[config.mk]
export PLATFORM = sky130hd
export DESIGN_NAME = calendar_date_offset_flat
export DESIGN_NICKNAME = d
export VERILOG_FILES = /design/src/rtl/cdo_pkg.sv /design/src/rtl/cdo_in_if.sv /design/src/rtl/cdo_out_if.sv /design/src/rtl/cdo_ctrl.sv /design/src/rtl/cdo_dp.sv /design/src/rtl/calendar_date_offset.sv /design/src/flat_wrapper.sv
export SDC_FILE = /design/constraint.sdc
export NUM_CORES = 1
export LEC_CHECK = 0
export ABC_AREA = 1
export ABC_CLOCK_PERIOD_IN_PS = 15300
export BUFFER_PORTS_ARGS = -buffer_cell sky130_fd_sc_hd__buf_2
export CORE_ASPECT_RATIO = 0.75
export CORE_MARGIN = 2
export CORE_UTILIZATION = 40
export CTS_BUF_LIST = sky130_fd_sc_hd__clkbuf_8
export DETAILED_ROUTE_END_ITERATION = 10
export PLACE_DENSITY = 0.62
export SYNTH_ARGS = -nofsm -noshare
export SYNTH_HDL_FRONTEND = slang
export SYNTH_SLANG_ARGS = --single-unit
[constraint.sdc]
create_clock -name clk -period 15.3 [get_ports clk]
set_clock_uncertainty 0.2 [all_clocks]
set_input_delay 3.06 -clock clk [delete_from_list [all_inputs] [get_ports clk]]
set_output_delay 3.06 -clock clk [all_outputs]
set_load 0.05 [all_outputs]
[src/rtl/cdo_pkg.sv]
// Calendar date offset: shared constants, command and status types,
// and the month tables. No dependencies.
package cdo_pkg;

	localparam int COUNT_W    = 16;     // width of the day_count field
	localparam int COUNT_BITS = 16;     // low bits of day_count that are used
	localparam int YEAR_W     = 14;
	localparam int MAX_YEAR   = 9999;

	// y / 100 as (y * RECIP100) >> SHIFT100, exact for 14-bit y
	localparam int RECIP100 = 5243;
	localparam int SHIFT100 = 19;
	// s / 7 as (s * RECIP7) >> SHIFT7, exact for 14-bit s
	localparam int RECIP7   = 37450;
	localparam int SHIFT7   = 18;

	typedef logic [3:0] cmd_code_t;

	localparam cmd_code_t CMD_NONE  = 4'd0;
	localparam cmd_code_t CMD_LOAD  = 4'd1;
	localparam cmd_code_t CMD_INITQ = 4'd2;
	localparam cmd_code_t CMD_INITC = 4'd3;
	localparam cmd_code_t CMD_STEP  = 4'd4;
	localparam cmd_code_t CMD_ERR   = 4'd5;
	localparam cmd_code_t CMD_WSUM  = 4'd6;
	localparam cmd_code_t CMD_WMUL  = 4'd7;
	localparam cmd_code_t CMD_WFIN  = 4'd8;
	localparam cmd_code_t CMD_OUT   = 4'd9;

	typedef struct packed {
		cmd_code_t op;
	} cmd_t;

	typedef struct packed {
		logic date_ok;
		logic cnt_zero;
		logic year_bad;
	} sts_t;

	function automatic logic [4:0] days_in(input logic [3:0] m, input logic leap);
		logic [4:0] n;
		case (m)
			4'd1, 4'd3, 4'd5, 4'd7, 4'd8, 4'd10, 4'd12: n = 5'd31;
			4'd4, 4'd6, 4'd9, 4'd11:                    n = 5'd30;
			4'd2:                                       n = leap ? 5'd29 : 5'd28;
			default:                                    n = 5'd0;
		endcase
		return n;
	endfunction

	// Sakamoto month offsets
	function automatic logic [2:0] wd_offset(input logic [3:0] m);
		logic [2:0] o;
		case (m)
			4'd1:    o = 3'd0;
			4'd2:    o = 3'd3;
			4'd3:    o = 3'd2;
			4'd4:    o = 3'd5;
			4'd5:    o = 3'd0;
			4'd6:    o = 3'd3;
			4'd7:    o = 3'd5;
			4'd8:    o = 3'd1;
			4'd9:    o = 3'd4;
			4'd10:   o = 3'd6;
			4'd11:   o = 3'd2;
			4'd12:   o = 3'd4;
			default: o = 3'd0;
		endcase
		return o;
	endfunction

endpackage

[src/rtl/cdo_in_if.sv]
// Request channel of the calendar date offset block.
// Depends on cdo_pkg for field widths.
interface cdo_in_if import cdo_pkg::*; ();
	logic                valid;
	logic                ready;
	logic                operation;
	logic [4:0]          start_day;
	logic [3:0]          start_month;
	logic [YEAR_W-1:0]   start_year;
	logic [COUNT_W-1:0]  day_count;

	modport source (output valid, operation, start_day, start_month, start_year, day_count,
		input ready);
	modport sink (input valid, operation, start_day, start_month, start_year, day_count,
		output ready);
endinterface

[src/rtl/cdo_out_if.sv]
// Result channel of the calendar date offset block.
// Depends on cdo_pkg for field widths.
interface cdo_out_if import cdo_pkg::*; ();
	logic              valid;
	logic              ready;
	logic [4:0]        result_day;
	logic [3:0]        result_month;
	logic [YEAR_W-1:0] result_year;
	logic [2:0]        weekday;
	logic              error;

	modport source (output valid, result_day, result_month, result_year, weekday, error,
		input ready);
	modport sink (input valid, result_day, result_month, result_year, weekday, error,
		output ready);
endinterface

[src/rtl/cdo_ctrl.sv]
// Sequencer for the date offset: walks init, check, month steps and
// weekday phases. Uses cdo_pkg command and status types.
module cdo_ctrl import cdo_pkg::*; (
	input  logic clk,
	input  logic arst_n,
	input  logic in_valid,
	input  logic out_ready,
	input  sts_t sts,
	output logic in_ready,
	output logic out_valid,
	output cmd_t cmd
);

	localparam logic [3:0] S_IDLE   = 4'd0;
	localparam logic [3:0] S_INITQ  = 4'd1;
	localparam logic [3:0] S_INITC  = 4'd2;
	localparam logic [3:0] S_CHECK  = 4'd3;
	localparam logic [3:0] S_STEP   = 4'd4;
	localparam logic [3:0] S_WSUM   = 4'd5;
	localparam logic [3:0] S_WMUL   = 4'd6;
	localparam logic [3:0] S_WFIN   = 4'd7;
	localparam logic [3:0] S_FINISH = 4'd8;

	logic [3:0] state_q, state_d;
	logic       out_valid_q;
	logic       out_load;

	assign in_ready  = (state_q == S_IDLE);
	assign out_valid = out_valid_q;
	assign out_load  = (state_q == S_FINISH) && (!out_valid_q || out_ready);

	always_comb begin
		state_d = state_q;
		cmd.op  = CMD_NONE;
		case (state_q)
			S_IDLE: begin
				if (in_valid) begin
					cmd.op  = CMD_LOAD;
					state_d = S_INITQ;
				end
			end
			S_INITQ: begin
				cmd.op  = CMD_INITQ;
				state_d = S_INITC;
			end
			S_INITC: begin
				cmd.op  = CMD_INITC;
				state_d = S_CHECK;
			end
			S_CHECK: begin
				if (!sts.date_ok) begin
					cmd.op  = CMD_ERR;
					state_d = S_FINISH;
				end else begin
					state_d = S_STEP;
				end
			end
			S_STEP: begin
				// a month step may carry the year past either end of the range
				if (sts.year_bad) begin
					cmd.op  = CMD_ERR;
					state_d = S_FINISH;
				end else if (sts.cnt_zero) begin
					state_d = S_WSUM;
				end else begin
					cmd.op = CMD_STEP;
				end
			end
			S_WSUM: begin
				cmd.op  = CMD_WSUM;
				state_d = S_WMUL;
			end
			S_WMUL: begin
				cmd.op  = CMD_WMUL;
				state_d = S_WFIN;
			end
			S_WFIN: begin
				cmd.op  = CMD_WFIN;
				state_d = S_FINISH;
			end
			S_FINISH: begin
				if (out_load) begin
					cmd.op  = CMD_OUT;
					state_d = S_IDLE;
				end
			end
			default: begin
				state_d = S_IDLE;
			end
		endcase
	end

	always_ff @(posedge clk or negedge arst_n) begin
		if (!arst_n) begin
			state_q     <= S_IDLE;
			out_valid_q <= 1'b0;
		end else begin
			state_q <= state_d;
			if (out_load)
				out_valid_q <= 1'b1;
			else if (out_ready)
				out_valid_q <= 1'b0;
		end
	end

	a_accept_starts: assert property (@(posedge clk) disable iff (!arst_n)
		in_valid && in_ready |=> state_q == S_INITQ)
		else $error("accepted request did not start init");

	a_finish_shows: assert property (@(posedge clk) disable iff (!arst_n)
		out_load |=> out_valid_q && state_q == S_IDLE)
		else $error("finished result not presented");

	a_no_step_when_done: assert property (@(posedge clk) disable iff (!arst_n)
		cmd.op == CMD_STEP |-> !sts.cnt_zero && !sts.year_bad)
		else $error("step issued with nothing left to do");

endmodule

[src/rtl/cdo_dp.sv]
// Datapath for the date offset: date registers, month stepper, year/100
// tracking, weekday arithmetic and result registers. Uses cdo_pkg.
module cdo_dp import cdo_pkg::*; (
	input  logic                clk,
	input  logic                arst_n,
	input  cmd_t                cmd,
	input  logic                operation,
	input  logic [4:0]          start_day,
	input  logic [3:0]          start_month,
	input  logic [YEAR_W-1:0]   start_year,
	input  logic [COUNT_W-1:0]  day_count,
	output sts_t                sts,
	output logic [4:0]          result_day,
	output logic [3:0]          result_month,
	output logic [YEAR_W-1:0]   result_year,
	output logic [2:0]          weekday,
	output logic                error
);

	logic                  op_q;
	logic [4:0]            d_q;
	logic [3:0]            m_q;
	logic [YEAR_W-1:0]     y_q;
	logic [COUNT_BITS-1:0] cnt_q;
	logic [6:0]            q100_q;     // year / 100
	logic [6:0]            c100_q;     // year % 100
	logic [YEAR_W-1:0]     s_q;
	logic [11:0]           q7_q;
	logic [2:0]            wd_q;
	logic                  err_q;

	logic [4:0]        res_d_q;
	logic [3:0]        res_m_q;
	logic [YEAR_W-1:0] res_y_q;
	logic [2:0]        res_wd_q;
	logic              res_err_q;

	logic              leap;
	logic [4:0]        dim;
	logic [4:0]        rem;
	logic [26:0]       prod100;
	logic [YEAR_W-1:0] c100_full;
	logic [29:0]       prod7;
	logic              early;
	logic [YEAR_W-1:0] yy;
	logic [6:0]        qy;
	logic [YEAR_W:0]   wsum;
	logic [YEAR_W-1:0] wdiff;
	logic [3:0]        wrem;
	logic [4:0]        prev_dim;

	assign leap = ((y_q[1:0] == 2'd0) && (c100_q != 7'd0)) ||
		((c100_q == 7'd0) && (q100_q[1:0] == 2'd0));
	assign dim      = days_in(m_q, leap);
	assign rem      = dim - d_q;
	assign prev_dim = days_in(m_q - 4'd1, leap);

	assign prod100   = 27'(y_q) * 27'(RECIP100);
	assign c100_full = y_q - YEAR_W'(q100_q) * YEAR_W'(100);

	// Sakamoto: January and February count against the previous year
	assign early = (m_q < 4'd3);
	assign yy    = early ? y_q - YEAR_W'(1) : y_q;
	assign qy    = (early && c100_q == 7'd0) ? q100_q - 7'd1 : q100_q;
	assign wsum  = (YEAR_W+1)'(yy) + (YEAR_W+1)'(yy >> 2) - (YEAR_W+1)'(qy)
		+ (YEAR_W+1)'(qy >> 2) + (YEAR_W+1)'(wd_offset(m_q)) + (YEAR_W+1)'(d_q);
	assign prod7 = 30'(s_q) * 30'(RECIP7);
	assign wdiff = s_q - YEAR_W'(q7_q) * YEAR_W'(7);
	assign wrem  = wdiff[3:0];

	assign sts.year_bad = (y_q == '0) || (y_q > YEAR_W'(MAX_YEAR));
	assign sts.cnt_zero = (cnt_q == '0);
	assign sts.date_ok  = (m_q >= 4'd1) && (m_q <= 4'd12) && !sts.year_bad &&
		(d_q >= 5'd1) && (d_q <= dim);

	always_ff @(posedge clk) begin
		case (cmd.op)
			CMD_LOAD: begin
				op_q  <= operation;
				d_q   <= start_day;
				m_q   <= start_month;
				y_q   <= start_year;
				cnt_q <= day_count[COUNT_BITS-1:0];
			end
			CMD_INITQ: begin
				q100_q <= prod100[SHIFT100+6:SHIFT100];
			end
			CMD_INITC: begin
				c100_q <= c100_full[6:0];
			end
			CMD_STEP: begin
				if (!op_q) begin
					if (cnt_q > COUNT_BITS'(rem)) begin
						// jump to the first of the next month
						cnt_q <= cnt_q - COUNT_BITS'(rem) - COUNT_BITS'(1);
						d_q   <= 5'd1;
						if (m_q == 4'd12) begin
							m_q <= 4'd1;
							y_q <= y_q + YEAR_W'(1);
							if (c100_q == 7'd99) begin
								c100_q <= 7'd0;
								q100_q <= q100_q + 7'd1;
							end else begin
								c100_q <= c100_q + 7'd1;
							end
						end else begin
							m_q <= m_q + 4'd1;
						end
					end else begin
						d_q   <= d_q + cnt_q[4:0];
						cnt_q <= '0;
					end
				end else begin
					if (cnt_q >= COUNT_BITS'(d_q)) begin
						// jump to the last day of the previous month
						cnt_q <= cnt_q - COUNT_BITS'(d_q);
						if (m_q == 4'd1) begin
							m_q <= 4'd12;
							d_q <= 5'd31;
							y_q <= y_q - YEAR_W'(1);
							if (c100_q == 7'd0) begin
								c100_q <= 7'd99;
								q100_q <= q100_q - 7'd1;
							end else begin
								c100_q <= c100_q - 7'd1;
							end
						end else begin
							m_q <= m_q - 4'd1;
							d_q <= prev_dim;
						end
					end else begin
						d_q   <= d_q - cnt_q[4:0];
						cnt_q <= '0;
					end
				end
			end
			CMD_ERR: begin
				d_q   <= 5'd1;
				m_q   <= 4'd1;
				y_q   <= YEAR_W'(1);
				wd_q  <= 3'd1;
				err_q <= 1'b1;
			end
			CMD_WSUM: begin
				s_q <= wsum[YEAR_W-1:0];
			end
			CMD_WMUL: begin
				q7_q <= prod7[SHIFT7+11:SHIFT7];
			end
			CMD_WFIN: begin
				wd_q  <= (wrem >= 4'd7) ? 3'(wrem - 4'd7) : wrem[2:0];
				err_q <= 1'b0;
			end
			CMD_OUT: begin
				res_d_q   <= d_q;
				res_m_q   <= m_q;
				res_y_q   <= y_q;
				res_wd_q  <= wd_q;
				res_err_q <= err_q;
			end
			default: begin
			end
		endcase
	end

	assign result_day   = res_d_q;
	assign result_month = res_m_q;
	assign result_year  = res_y_q;
	assign weekday      = res_wd_q;
	assign error        = res_err_q;

	a_wd_range: assert property (@(posedge clk) disable iff (!arst_n)
		cmd.op == CMD_WFIN |=> wd_q <= 3'd6)
		else $error("weekday out of range");

	a_err_date: assert property (@(posedge clk) disable iff (!arst_n)
		cmd.op == CMD_ERR |=> err_q && d_q == 5'd1 && m_q == 4'd1 && y_q == YEAR_W'(1))
		else $error("error result is not 1 January of year 1");

	a_step_shrinks: assert property (@(posedge clk) disable iff (!arst_n)
		cmd.op == CMD_STEP |=> cnt_q < $past(cnt_q))
		else $error("month step did not consume days");

endmodule

[src/rtl/calendar_date_offset.sv]
// Calendar date offset top level: moves a Gregorian date by a day count.
// Depends on cdo_pkg, cdo_in_if, cdo_out_if, cdo_ctrl and cdo_dp.
//
//   channel  | dir | payload
//   ---------+-----+------------------------------------------------------
//   in_ch    | in  | operation, start_day, start_month, start_year, day_count
//   out_ch   | out | result_day, result_month, result_year, weekday, error
//
// One request at a time. A valid request runs through init, the date check,
// the month stepper and the weekday phases; an invalid start date goes from
// the check straight to the result.
// Reset is asynchronous and clears only the sequencer and output valid.
// A result waiting on out_ch does not block the next request; a finished
// request waits in place until the output register frees.
module calendar_date_offset import cdo_pkg::*; (
	input logic      clk,
	input logic      arst_n,
	cdo_in_if.sink   in_ch,
	cdo_out_if.source out_ch
);

	cmd_t cmd;
	sts_t sts;

	cdo_ctrl u_ctrl (
		.clk       (clk),
		.arst_n    (arst_n),
		.in_valid  (in_ch.valid),
		.out_ready (out_ch.ready),
		.sts       (sts),
		.in_ready  (in_ch.ready),
		.out_valid (out_ch.valid),
		.cmd       (cmd)
	);

	cdo_dp u_dp (
		.clk          (clk),
		.arst_n       (arst_n),
		.cmd          (cmd),
		.operation    (in_ch.operation),
		.start_day    (in_ch.start_day),
		.start_month  (in_ch.start_month),
		.start_year   (in_ch.start_year),
		.day_count    (in_ch.day_count),
		.sts          (sts),
		.result_day   (out_ch.result_day),
		.result_month (out_ch.result_month),
		.result_year  (out_ch.result_year),
		.weekday      (out_ch.weekday),
		.error        (out_ch.error)
	);

endmodule

[src/flat_wrapper.sv]
// flat-port wrapper written by rule: the top's interface ports become plain ports
module calendar_date_offset_flat import cdo_pkg::*;
  (clk, arst_n, in_ch_valid, in_ch_operation, in_ch_start_day, in_ch_start_month, in_ch_start_year, in_ch_day_count, in_ch_ready, out_ch_valid, out_ch_result_day, out_ch_result_month, out_ch_result_year, out_ch_weekday, out_ch_error, out_ch_ready);
  cdo_in_if in_ch_i ();
  cdo_out_if out_ch_i ();
  input logic clk;
  input logic arst_n;
  input wire logic [$bits(in_ch_i.valid)-1:0] in_ch_valid;
  input wire logic [$bits(in_ch_i.operation)-1:0] in_ch_operation;
  input wire logic [$bits(in_ch_i.start_day)-1:0] in_ch_start_day;
  input wire logic [$bits(in_ch_i.start_month)-1:0] in_ch_start_month;
  input wire logic [$bits(in_ch_i.start_year)-1:0] in_ch_start_year;
  input wire logic [$bits(in_ch_i.day_count)-1:0] in_ch_day_count;
  output wire logic [$bits(in_ch_i.ready)-1:0] in_ch_ready;
  output wire logic [$bits(out_ch_i.valid)-1:0] out_ch_valid;
  output wire logic [$bits(out_ch_i.result_day)-1:0] out_ch_result_day;
  output wire logic [$bits(out_ch_i.result_month)-1:0] out_ch_result_month;
  output wire logic [$bits(out_ch_i.result_year)-1:0] out_ch_result_year;
  output wire logic [$bits(out_ch_i.weekday)-1:0] out_ch_weekday;
  output wire logic [$bits(out_ch_i.error)-1:0] out_ch_error;
  input wire logic [$bits(out_ch_i.ready)-1:0] out_ch_ready;
  assign in_ch_i.valid = in_ch_valid;
  assign in_ch_i.operation = in_ch_operation;
  assign in_ch_i.start_day = in_ch_start_day;
  assign in_ch_i.start_month = in_ch_start_month;
  assign in_ch_i.start_year = in_ch_start_year;
  assign in_ch_i.day_count = in_ch_day_count;
  assign in_ch_ready = in_ch_i.ready;
  assign out_ch_valid = out_ch_i.valid;
  assign out_ch_result_day = out_ch_i.result_day;
  assign out_ch_result_month = out_ch_i.result_month;
  assign out_ch_result_year = out_ch_i.result_year;
  assign out_ch_weekday = out_ch_i.weekday;
  assign out_ch_error = out_ch_i.error;
  assign out_ch_i.ready = out_ch_ready;
  calendar_date_offset u_core (.clk(clk), .arst_n(arst_n), .in_ch(in_ch_i), .out_ch(out_ch_i));
endmodule
==> flow_summary.rst, run 1 <==
.. list-table::
   :header-rows: 1

   * - Metric
     - Value
   * - Effective utilization at floorplan
     - 40.4%
   * - Antenna violations before repair
     - 0
   * - Detailed router's first-iteration violation count
     - 735
   * - Number of antenna diodes
     - 0
   * - Signal arrival time at the worst endpoint
     - 6.08 ns
   * - Unrepaired setup endpoints after global routing
     - false
   * - Total track usage
     - 19.5%
   * - Number of endpoints with negative hold slack in the final report
     - 0
   * - Setup CP Type
     - reg2reg
   * - Reg-to-Reg Start
     - u_core.u_dp.m_q[3]
   * - Max Slew Vio Count
     - 0
   * - Die Span Y
     - 174 um
   * - Minimum period implied by the final worst setup slack
     - 6.11 ns
   * - Maximum frequency from static timing analysis
     - 164 MHz
   * - First-pass GRT wire length
     - 62.1 mm
   * - Setup Fix Bufs, Post-CTS
     - 0
   * - Number of synthesized flops with an enable pin
     - 103
   * - Kind of start point of the critical path
     - register
   * - Total setup violations reported at the end of the flow
     - 0
   * - Input/output buffers
     - 72
   * - Area Overhead vs Synth
     - 7.18%
   * - Drt pass-1 iters
     - 5
   * - Setup Slack @ Placement
     - 9.23 ns
   * - Launch point of the worst hold path
     - u_core.u_dp.wd_q[2]
   * - Setup TNS
     - 0 ns
   * - Horizontal extent of the die
     - 230 um
   * - Number of global-route vias before repair
     - 11800
   * - Cell at the root of the clock tree
     - sky130_fd_sc_hd__clkbuf_8
   * - Fillers
     - 3784
   * - Std-Cell Core Area
     - 38000 um^2
   * - Via density per instance
     - 4.99
   * - Antenna Nets Post-Route
     - 0
   * - Register area share after synthesis
     - 21.4%
   * - Mapped Cells
     - 1797
   * - Netlist Area Pre-Place
     - 15300 um^2
   * - Distinct cell type count of the synthesized netlist
     - 60
   * - Maximum Capacitance Violations
     - 0
   * - Total overflow reported by the global router
     - 0
   * - Total vias in the final route
     - 11900
   * - Die outline area
     - 39900 um^2
   * - Synthesis warning total
     - 0
   * - Result of the run
     - completed
   * - CP max FO
     - 15
   * - Proportion of netlist area held by the largest area contributor
     - 22.4%
   * - Post-detailed-route DRC marker count
     - 0
   * - Number of standard cells in the final layout excluding fillers
     - 2375
   * - Largest net degree at the start of global routing
     - 47
   * - Number of synthesized register bits
     - 111
   * - Transition time at the pin with the least slew margin
     - 1.07 ns
   * - Reg2reg setup slack
     - 9.19 ns
   * - CTS tree
     - yes
   * - Count of placed standard cells including taps
     - 2359
   * - Predominant post-synthesis flop cell
     - sky130_fd_sc_hd__edfxtp_1
   * - Total Routed Length
     - 37.6 mm
   * - Insertion delay of the later-clocked pin in the worst-skew pair
     - 0.43 ns
   * - Synth Net Count
     - 2234
   * - Cell type contributing the most total cell area after synthesis
     - sky130_fd_sc_hd__ha_1
   * - Required time at the worst-slack endpoint
     - 15.27 ns
   * - Setup WS post-layout
     - 9.19 ns
   * - Number of cells on the worst hold path
     - 0
   * - Sequential cell area
     - 3280 um^2
   * - Register-to-Register Path Depth
     - 21
   * - Area of the multi-input gates
     - 10700 um^2
   * - Slew Limit Headroom
     - 28.2%
   * - Avg Inst Size Synth
     - 8.54 um^2
   * - Sort of element at the end of the critical path
     - register
   * - Fraction of layout instances using a drive strength above 1
     - 7.84%
   * - I/O pin count
     - 73
   * - Number of clock buffers inserted by TritonCTS
     - 9
   * - Final clock period utilization by the worst path
     - 39.9%
   * - Final-layout worst hold slack
     - 0.232 ns
   * - Clock slew seen by the registers of the worst setup and hold paths
     - 0.12 ns
   * - Top cells by area, synth
     - sky130_fd_sc_hd__ha_1 (22%), sky130_fd_sc_hd__edfxtp_1 (20%), sky130_fd_sc_hd__fa_1 (15%), sky130_fd_sc_hd__inv_1 (8.0%), sky130_fd_sc_hd__nand2_1 (7.8%)
   * - Wirelength per Cell
     - 15.8 um
   * - Worst Hold Class
     - reg2reg
   * - Post-synthesis async set-or-reset flop share
     - 4.50%
   * - # nets final
     - 2295
   * - Global placement routability congestion
     - 0.900
   * - Num rows
     - 62
   * - Detailed placement HPWL
     - 31.1 mm
   * - Hold buffer count at CTS
     - 0
   * - Number of gates resized after cts
     - 0
   * - Maximum level of the CTS H-tree
     - 3
   * - Num Clock Sinks
     - 111
   * - Worst setup startpoint
     - u_core.u_dp.m_q[3]
   * - Maximum root-to-sink buffer count
     - 2
registers in the layout, summed over array words and instances, names as in the netlist, named ones only:
signal and cells:
u_core.u_dp.q7_q 4, u_core.u_dp.result_year 14, u_core.u_dp.op_q 1, u_core.u_dp.m_q 4, u_core.u_dp.d_q 5, u_core.u_dp.c100_q 7, u_core.u_dp.s_q 14, u_core.u_dp.q100_q 7
u_core.u_dp.y_q 14, u_core.u_ctrl.out_valid 1, u_core.u_dp.wd_q 3, u_core.u_dp.err_q 1, u_core.u_ctrl.state_q 4, u_core.u_dp.result_month 4, u_core.u_dp.error 1, u_core.u_dp.weekday 3
u_core.u_dp.result_day 5, u_core.u_dp.cnt_q 16
area by class of cell:
class | instances | share of cell area (%)
Sequential cell | 111 | 19.9
Multi-Input combinational cell | 1321 | 64.8
Clock inverter | 7 | 0.388
Timing Repair Buffer | 77 | 2.42
Inverter | 338 | 7.78
Clock buffer | 9 | 0.753
Tap cell | 512 | 3.90
kinds of logic after synthesis:
| kind of cell | count (synthesis) | synth area share, % |
|---|---|---|
| fa+ha+maj | 393 | 37.8 |
| flops | 111 | 21.4 |
| compound gates | 239 | 8.86 |
| simple gates | 585 | 16.7 |
| buf+inv | 365 | 9.27 |
| xor+xnor | 104 | 5.99 |
worst paths after layout:
| kind | end |
|---|---|
| worst max register to register | u_core.u_dp.s_q[12] |
| worst max-delay path | u_core.u_dp.s_q[12] |
| worst min-delay path | u_core.u_dp.weekday[2] |
| max in group asynchronous | u_core.u_ctrl.state_q[1] |
| worst min register to register | u_core.u_dp.weekday[2] |
| min in group asynchronous | u_core.u_ctrl.state_q[0] |
stage by stage:
stage          util [%]  instance area, um^2
5_1_grt            43.2                16400
4_1_cts            43.2                16400
2_1_floorplan         -                15300
3_3_place_gp       42.8                16300
3_5_place_dp       42.8                16300
6_report           43.2                16400
per-layer routing:
layer  global-route usage (%)  vias up  wire length [um]
met5                        0        -                 0
li1                         -     5965                 -
met3                     2.80       38              1710
met1                     29.2     5602             19000
met4                     4.41        0               614
met2                     29.9      252             16300
critical path, stage by stage, from the launching register on:
cell	delay, ns
sky130_fd_sc_hd__edfxtp_1	0.60
sky130_fd_sc_hd__nor2_2	0.25
sky130_fd_sc_hd__inv_1	0.09
sky130_fd_sc_hd__nor2_2	0.48
sky130_fd_sc_hd__inv_2	0.24
sky130_fd_sc_hd__nor2_2	0.24
sky130_fd_sc_hd__inv_2	0.11
sky130_fd_sc_hd__o21ai_0	0.35
sky130_fd_sc_hd__inv_1	0.12
sky130_fd_sc_hd__fa_1	0.50
sky130_fd_sc_hd__fa_1	0.52
sky130_fd_sc_hd__fa_1	0.55
sky130_fd_sc_hd__ha_1	0.17
sky130_fd_sc_hd__inv_1	0.06
sky130_fd_sc_hd__fa_1	0.42
sky130_fd_sc_hd__o31ai_1	0.37
sky130_fd_sc_hd__nand2_1	0.09
sky130_fd_sc_hd__o211ai_1	0.13
sky130_fd_sc_hd__a21oi_1	0.10
sky130_fd_sc_hd__nor2_1	0.10
sky130_fd_sc_hd__nor2_1	0.05
sky130_fd_sc_hd__xnor2_1	0.12
synthesized netlist by cell type, drive strengths merged, types with 21 or more instances:
master / n
edfxtp: 103
nor2: 111
a21oi: 82
fa: 118
inv: 336
nand2: 334
xnor2: 30
ha: 275
xor2: 74
o21ai: 106
nand3: 85
nor3: 21
cell usage in the layout (no fill, tap or decap), types with 3 or more instances in the layout:
cell,synthesis,final
sky130_fd_sc_hd__xor2_1,73,73
sky130_fd_sc_hd__clkbuf_8,0,9
sky130_fd_sc_hd__inv_2,9,9
sky130_fd_sc_hd__inv_6,1,3
sky130_fd_sc_hd__dfxtp_1,3,3
sky130_fd_sc_hd__nand3_1,81,81
sky130_fd_sc_hd__o21ai_2,3,3
sky130_fd_sc_hd__o31ai_1,5,5
sky130_fd_sc_hd__o21ai_1,5,5
sky130_fd_sc_hd__xnor2_1,30,30
sky130_fd_sc_hd__buf_4,3,5
sky130_fd_sc_hd__nor2_2,5,4
sky130_fd_sc_hd__o21ai_0,97,97
sky130_fd_sc_hd__fa_1,118,118
sky130_fd_sc_hd__o211ai_1,6,6
sky130_fd_sc_hd__nand2_2,11,11
sky130_fd_sc_hd__nand2_1,320,320
sky130_fd_sc_hd__or2_2,5,5
sky130_fd_sc_hd__inv_1,326,326
sky130_fd_sc_hd__a31oi_1,5,5
sky130_fd_sc_hd__a21boi_0,5,5
sky130_fd_sc_hd__edfxtp_1,103,103
sky130_fd_sc_hd__nor2_4,4,6
sky130_fd_sc_hd__buf_2,12,72
sky130_fd_sc_hd__o22ai_1,10,10
sky130_fd_sc_hd__a21oi_1,82,82
sky130_fd_sc_hd__nor2_1,102,101
sky130_fd_sc_hd__a21o_1,4,4
sky130_fd_sc_hd__nor4_1,9,9
sky130_fd_sc_hd__ha_1,275,275
sky130_fd_sc_hd__nand4_1,15,15
sky130_fd_sc_hd__nand3b_1,3,3
sky130_fd_sc_hd__dfrtp_1,5,5
sky130_fd_sc_hd__nor3_1,20,19
Power of run 1 is left out: the tool's default activity adds up to more than one toggle a clock period on the data nets, which glitch-free logic cannot reach.
==> run 2, diff against run 1 <==
Settings changed: ABC_CLOCK_PERIOD_IN_PS 15300 to 6100.
Clock period 15.3 ns to 6.1 ns, I/O delays scaled along.
==> run 2 against run 1 <==
Net effect:
- worst hold slack improved by 0.00073 ns
- register-to-register slack got worse by 8.7 ns
- count of clock-buffer cells in the layout stayed put
- die area did not move
- setup slack got worse by 8.7 ns
- sequential share of layout area decreased by 0.082 points
- largest cell class unchanged
==> flow_summary.rst, run 2 (synthesis results as in run 1) <==
.. list-table::
   :header-rows: 1

   * - Metric
     - Value
   * - Most common cell after layout, fill and taps aside
     - sky130_fd_sc_hd__inv_1 (unchanged)
   * - Fraction of the core area covered by cells at the end of the flow
     - 43.4% (was 43.2%)
   * - Required time at the worst-slack endpoint
     - 6.08 ns (was 15.27 ns)
   * - Number of gates resized after cts
     - 0 (unchanged)
   * - Area Overhead vs Synth
     - 7.62% (was 7.18%)
   * - Final clock period utilization by the worst path
     - 91.6% (was 39.9%)
   * - Total setup violations reported at the end of the flow
     - 0 (unchanged)
   * - CP max FO
     - 8 (was 15)
   * - Sequential cell area
     - 3280 um^2 (unchanged)
   * - Result of the run
     - completed (unchanged)
   * - Insertion delay of the later-clocked pin in the worst-skew pair
     - 0.44 ns (was 0.43 ns)
   * - Num Clock Sinks
     - 111 (unchanged)
   * - Antenna Nets Post-Route
     - 0 (unchanged)
   * - Number of global-route vias before repair
     - 12200 (was 11800)
   * - Setup TNS
     - 0 ns (unchanged)
   * - Clock slew seen by the registers of the worst setup and hold paths
     - 0.12 ns (about the same)
   * - Fillers
     - 3844 (was 3784)
   * - Antenna violations before repair
     - 0 (unchanged)
   * - Total overflow reported by the global router
     - 0 (unchanged)
   * - Maximum level of the CTS H-tree
     - 3 (unchanged)
   * - Setup Fix Bufs, Post-CTS
     - 0 (unchanged)
   * - Die Span Y
     - 174 um (unchanged)
   * - Area of the multi-input gates
     - 10700 um^2 (unchanged)
   * - Total Routed Length
     - 38.1 mm (was 37.6 mm)
   * - Post-detailed-route DRC marker count
     - 0 (unchanged)
   * - Slew Limit Headroom
     - 26.3% (was 28.2%)
   * - Num rows
     - 62 (unchanged)
   * - Horizontal extent of the die
     - 230 um (unchanged)
   * - Effective utilization at floorplan
     - 40.4% (unchanged)
   * - Std-Cell Core Area
     - 38000 um^2 (unchanged)
   * - First-pass GRT wire length
     - 63.2 mm (was 62.1 mm)
   * - Number of standard cells in the final layout excluding fillers
     - 2382 (was 2375)
   * - Largest net degree at the start of global routing
     - 47 (unchanged)
   * - Die outline area
     - 39900 um^2 (unchanged)
   * - Number of endpoints with negative hold slack in the final report
     - 0 (unchanged)
   * - Number of clock buffers inserted by TritonCTS
     - 9 (unchanged)
   * - I/O pin count
     - 73 (unchanged)
   * - Input/output buffers
     - 72 (unchanged)
   * - Leading cell types in the layout, fill and taps excluded
     - sky130_fd_sc_hd__inv_1 (327), sky130_fd_sc_hd__nand2_1 (320), sky130_fd_sc_hd__ha_1 (275), sky130_fd_sc_hd__fa_1 (118), sky130_fd_sc_hd__edfxtp_1 (103) (was sky130_fd_sc_hd__inv_1 (326), sky130_fd_sc_hd__nand2_1 (320), sky130_fd_sc_hd__ha_1 (275), sky130_fd_sc_hd__fa_1 (118), sky130_fd_sc_hd__edfxtp_1 (103))
   * - Detailed router's first-iteration violation count
     - 759 (was 735)
   * - # nets final
     - 2302 (was 2295)
   * - Maximum frequency from static timing analysis
     - 179 MHz (was 164 MHz)
   * - Reg2reg setup slack
     - 0.51 ns (was 9.19 ns)
   * - Unrepaired setup endpoints after global routing
     - false (unchanged)
   * - Count of placed standard cells including taps
     - 2366 (was 2359)
   * - Minimum period implied by the final worst setup slack
     - 5.59 ns (was 6.11 ns)
   * - Transition time at the pin with the least slew margin
     - 1.10 ns (was 1.07 ns)
   * - Fraction of layout instances using a drive strength above 1
     - 8.13% (was 7.84%)
   * - Standard cell area after detailed placement
     - 16300 um^2 (about the same)
   * - Flip-flop count of the largest register, all copies and words added
     - 16 (unchanged)
   * - Max Slew Vio Count
     - 0 (unchanged)
   * - Signal arrival time at the worst endpoint
     - 5.56 ns (was 6.08 ns)
   * - Maximum root-to-sink buffer count
     - 2 (unchanged)
   * - Global placement routability congestion
     - 0.883 (was 0.900)
   * - Maximum Capacitance Violations
     - 0 (unchanged)
   * - Number of antenna diodes
     - 0 (unchanged)
   * - Cell at the root of the clock tree
     - sky130_fd_sc_hd__clkbuf_8 (unchanged)
   * - Final instance area
     - 16500 um^2 (was 16400 um^2)
   * - Register containing the most flip-flops in the final layout
     - u_core.u_dp.cnt_q (unchanged)
   * - Kind of start point of the critical path
     - register (unchanged)
   * - Worst Hold Class
     - reg2reg (unchanged)
   * - Total track usage
     - 19.9% (was 19.5%)
   * - Via density per instance
     - 5.03 (was 4.99)
   * - Hold buffer count at CTS
     - 0 (unchanged)
   * - Total vias in the final route
     - 12000 (was 11900)
   * - Detailed placement HPWL
     - 31.8 mm (was 31.1 mm)
   * - Drt pass-1 iters
     - 5 (unchanged)
   * - CTS tree
     - yes (unchanged)
   * - Wirelength per Cell
     - 16.0 um (was 15.8 um)
   * - Setup CP Type
     - reg2reg (unchanged)
   * - Sort of element at the end of the critical path
     - register (unchanged)
run 2: cell count changes in the layout (fill, tap and decap cells not counted):
cell	change
sky130_fd_sc_hd__buf_4	+7
sky130_fd_sc_hd__o21ai_0	-2
sky130_fd_sc_hd__o21ai_1	+2
sky130_fd_sc_hd__bufinv_16	+1
sky130_fd_sc_hd__clkinv_4	-1
sky130_fd_sc_hd__clkinvlp_4	-1
sky130_fd_sc_hd__inv_1	+1
sky130_fd_sc_hd__inv_6	+1
sky130_fd_sc_hd__inv_8	-1
run 2: layout make-up:
type / instances / area share, %
repair buffers: 84 / 2.73
inverters: 338 / 7.75
multi-input cells: 1321 / 64.6
clock inverters: 7 / 0.478
flip-flops and latches: 111 / 19.9
well taps: 512 / 3.88
clock buffers: 9 / 0.750
run 2: per-layer routing:
metal  up-vias  track usage, %  routed length, um
met2       272            30.7              16500
met4         0            6.18                988
met1      5687            28.8              18700
met3        47            2.73               1930
met5         -               0                  0
li1       5974               -                  -
run 2: path summary, 6_finish.rpt:
path / start / endpoint / cells past startpoint
hold reg to reg: u_core.u_dp.wd_q[1] / u_core.u_dp.weekday[1] / 0
setup reg to reg: u_core.u_dp.y_q[2] / u_core.u_dp.s_q[12] / 19
hold / removal: u_core.u_dp.wd_q[1] / u_core.u_dp.weekday[1] / 0
min in group asynchronous: arst_n / u_core.u_ctrl.out_valid / 1
max in group asynchronous: arst_n / u_core.u_ctrl.state_q[1] / 1
setup / recovery: u_core.u_dp.y_q[2] / u_core.u_dp.s_q[12] / 19
run 2: stage by stage:
step                worst slack, ns  hold WS (ns)
floorplan                     0.934         0.200
global placement              0.622         0.206
detailed placement            0.419         0.208
CTS                           0.367         0.237
global route                 0.0379         0.246
finish                        0.513         0.233
run 2: critical path: stages (launching register included):
cell	delay [ns]
sky130_fd_sc_hd__edfxtp_1	0.56
sky130_fd_sc_hd__inv_1	0.27
sky130_fd_sc_hd__ha_1	0.30
sky130_fd_sc_hd__a21boi_1	0.28
sky130_fd_sc_hd__xor2_1	0.17
sky130_fd_sc_hd__inv_1	0.08
sky130_fd_sc_hd__o21ai_0	0.33
sky130_fd_sc_hd__fa_1	0.50
sky130_fd_sc_hd__fa_1	0.47
sky130_fd_sc_hd__fa_1	0.55
sky130_fd_sc_hd__ha_1	0.16
sky130_fd_sc_hd__inv_1	0.05
sky130_fd_sc_hd__fa_1	0.41
sky130_fd_sc_hd__o31ai_1	0.39
sky130_fd_sc_hd__nand2_1	0.09
sky130_fd_sc_hd__o211ai_1	0.14
sky130_fd_sc_hd__a21oi_1	0.10
sky130_fd_sc_hd__nor2_1	0.10
sky130_fd_sc_hd__nor2_1	0.06
sky130_fd_sc_hd__xnor2_1	0.12
Power of run 2 is left out for the same reason.
==> run 3, diff against run 2 <==
==> constraint.sdc (replaced) <==
create_clock -name clk -period 6.1 [get_ports clk]
set_clock_uncertainty 0.2 [all_clocks]
set_input_delay 0.305 -clock clk [delete_from_list [all_inputs] [get_ports clk]]
set_output_delay 0.305 -clock clk [all_outputs]
set_load 0.05 [all_outputs]
==> run 3 against run 2 <==
Net effect:
- final area up 2.1%
- via count up 1.2%
- register-to-register slack about the same
- wire length up 0.75%
- die area unchanged
- first-iteration DRC count up 5.7%
- final cell count up 1.5%
- setup slack better by 0.0021 ns
- sequential share of layout area down 0.41 points
- utilization up 0.92 points
- largest cell class unchanged
==> flow_summary.rst, run 3 (synthesis results as in run 1) <==
.. list-table::
   :header-rows: 1

   * - Metric
     - Value
   * - Area Overhead vs Synth
     - 9.90% (was 7.62%)
   * - CP peak stage delay
     - 0.55 ns (was 0.56 ns)
   * - Gate family responsible for the most delay along the worst path
     - adder cells (unchanged)
   * - Largest net degree at the start of global routing
     - 47 (unchanged)
   * - Die Span Y
     - 174 um (unchanged)
   * - Clock slew seen by the registers of the worst setup and hold paths
     - 0.11 ns (was 0.12 ns)
   * - Setup WS post-layout
     - 0.515 ns (was 0.513 ns)
   * - Sort of element at the end of the critical path
     - register (unchanged)
   * - Signal arrival time at the worst endpoint
     - 5.56 ns (about the same)
   * - Total vias in the final route
     - 12100 (was 12000)
   * - Most repeated library cell on the critical path
     - sky130_fd_sc_hd__fa_1 (unchanged)
   * - CP max FO
     - 8 (unchanged)
   * - Total setup violations reported at the end of the flow
     - 0 (unchanged)
   * - Setup Fix Bufs, Post-CTS
     - 0 (unchanged)
   * - Setup CP Type
     - reg2reg (unchanged)
   * - Global placement routability congestion
     - 0.883 (unchanged)
   * - I/O pin count
     - 73 (unchanged)
   * - Maximum Capacitance Violations
     - 0 (unchanged)
   * - Transition time at the pin with the least slew margin
     - 1.07 ns (was 1.10 ns)
   * - Std-Cell Core Area
     - 38000 um^2 (unchanged)
   * - Drt pass-1 iters
     - 5 (unchanged)
   * - Setup TNS
     - 0 ns (unchanged)
   * - Num rows
     - 62 (unchanged)
   * - Num Clock Sinks
     - 111 (unchanged)
   * - Number of standard cells in the final layout excluding fillers
     - 2417 (was 2382)
   * - First-pass GRT wire length
     - 63.7 mm (was 63.2 mm)
   * - Setup Slack @ Placement
     - 0.419 ns (unchanged)
   * - Final clock period utilization by the worst path
     - 91.5% (was 91.6%)
   * - Total overflow reported by the global router
     - 0 (unchanged)
   * - Detailed router's first-iteration violation count
     - 802 (was 759)
   * - Antenna Nets Post-Route
     - 0 (unchanged)
   * - Leading cell types in the layout, fill and taps excluded
     - sky130_fd_sc_hd__inv_1 (327), sky130_fd_sc_hd__nand2_1 (320), sky130_fd_sc_hd__ha_1 (275), sky130_fd_sc_hd__fa_1 (118), sky130_fd_sc_hd__edfxtp_1 (103) (unchanged)
   * - Maximum root-to-sink buffer count
     - 2 (unchanged)
   * - Total Routed Length
     - 38.4 mm (was 38.1 mm)
   * - Horizontal extent of the die
     - 230 um (unchanged)
   * - Kind of start point of the critical path
     - register (unchanged)
   * - Fraction of the core area covered by cells at the end of the flow
     - 44.3% (was 43.4%)
   * - Number of global-route vias before repair
     - 12400 (was 12200)
   * - Detailed placement HPWL
     - 31.8 mm (unchanged)
   * - Flip-flop count of the largest register, all copies and words added
     - 16 (unchanged)
   * - Worst path cell trace
     - inv_1 > ha_1 > a21boi_1 > xor2_1 > inv_1 > o21ai_0 > fa_1 > fa_1 > fa_1 > ha_1 > inv_1 > fa_1 > o31ai_1 > nand2_1 > o211ai_1 > a21oi_1 > nor2_1 > nor2_1 > xnor2_1 (unchanged)
   * - Antenna violations before repair
     - 0 (unchanged)
   * - Number of endpoints with negative hold slack in the final report
     - 0 (unchanged)
   * - Die outline area
     - 39900 um^2 (unchanged)
   * - Most common cell after layout, fill and taps aside
     - sky130_fd_sc_hd__inv_1 (unchanged)
   * - Minimum period implied by the final worst setup slack
     - 5.58 ns (was 5.59 ns)
   * - CTS tree
     - yes (unchanged)
   * - Count of placed standard cells including taps
     - 2366 (unchanged)
   * - Total track usage
     - 20.0% (was 19.9%)
   * - # nets final
     - 2337 (was 2302)
   * - Maximum level of the CTS H-tree
     - 3 (unchanged)
   * - Number of buffer and inverter instances along the worst setup path
     - 3 (unchanged)
   * - Max Slew Vio Count
     - 0 (unchanged)
   * - Post-detailed-route DRC marker count
     - 0 (unchanged)
   * - Cell at the root of the clock tree
     - sky130_fd_sc_hd__clkbuf_8 (unchanged)
   * - Wirelength per Cell
     - 15.9 um (was 16.0 um)
   * - Maximum frequency from static timing analysis
     - 179 MHz (about the same)
   * - Insertion delay of the later-clocked pin in the worst-skew pair
     - 0.44 ns (about the same)
   * - Unrepaired setup endpoints after global routing
     - false (unchanged)
   * - Number of antenna diodes
     - 0 (unchanged)
   * - Via density per instance
     - 5.01 (was 5.03)
   * - Worst Hold Class
     - in2reg (was reg2reg)
   * - Fraction of layout instances using a drive strength above 1
     - 7.98% (was 8.13%)
   * - Register containing the most flip-flops in the final layout
     - u_core.u_dp.cnt_q (unchanged)
   * - Slew Limit Headroom
     - 28.2% (was 26.3%)
   * - Input/output buffers
     - 72 (unchanged)
   * - Required time at the worst-slack endpoint
     - 6.08 ns (about the same)
   * - Effective utilization at floorplan
     - 40.4% (unchanged)
   * - Critical-path cell with the highest stage delay
     - sky130_fd_sc_hd__edfxtp_1 (unchanged)
   * - Result of the run
     - completed (unchanged)
   * - Number of clock buffers inserted by TritonCTS
     - 9 (unchanged)
## run 3: changes by cell type in the layout (fill, tap and decap cells not counted), sizes merged
cell,change
dlygate4sd3,+35
## run 3: path summary, 6_finish.rpt
path                                           from                  endpoint  slack (ns)  depth (start not counted)
worst min register to register  u_core.u_dp.wd_q[1]    u_core.u_dp.weekday[1]        0.23                          0
worst max register to register   u_core.u_dp.y_q[2]       u_core.u_dp.s_q[12]        0.52                         19
worst max-delay path             u_core.u_dp.y_q[2]       u_core.u_dp.s_q[12]        0.52                         19
max in group asynchronous                    arst_n  u_core.u_ctrl.state_q[1]        4.92                          3
worst min-delay path            in_ch_start_year[4]        u_core.u_dp.y_q[4]        0.04                          3
min in group asynchronous                    arst_n   u_core.u_ctrl.out_valid        0.58                          3
## run 3: layer usage
metal	global-route usage, %	vias to the layer above	routed length, um
li1	-	6043	-
met1	28.9	5757	19000
met5	0	-	0
met2	31.2	270	16600
met3	2.70	51	1740
met4	6.26	0	1040
## run 3: metrics by stage
stage / hold WS (ns) / cell area, um^2
3_3_place_gp: -0.0716 / 16300
5_1_grt: 0.0398 / 16900
2_1_floorplan: -0.191 / 15300
6_report: 0.0398 / 16900
3_5_place_dp: -0.0720 / 16300
4_1_cts: 0.0155 / 16900
## run 3: worst min-delay path, cell delays in order
cell and delay (ns):
sky130_fd_sc_hd__buf_2 0.08, sky130_fd_sc_hd__nand2_1 0.10, sky130_fd_sc_hd__nand2_1 0.08
## run 3: area by class of cell
class | instances | area (um^2)
flip-flops and latches | 111 | 3280
inverters | 338 | 1280
clock buffers | 9 | 124
clock inverters | 7 | 78.8
repair buffers | 119 | 801
well taps | 512 | 641
fillers | 3807 | 21200
multi-input cells | 1321 | 10700
## run 3: timing repair
action / in CTS / in global routing
endpoints found under the setup margin: 0 / 1
resized for setup: 0 / 2
hold endpoints to repair: 38 / 0
hold buffers: 35 / 0
Power of run 3 is left out for the same reason.
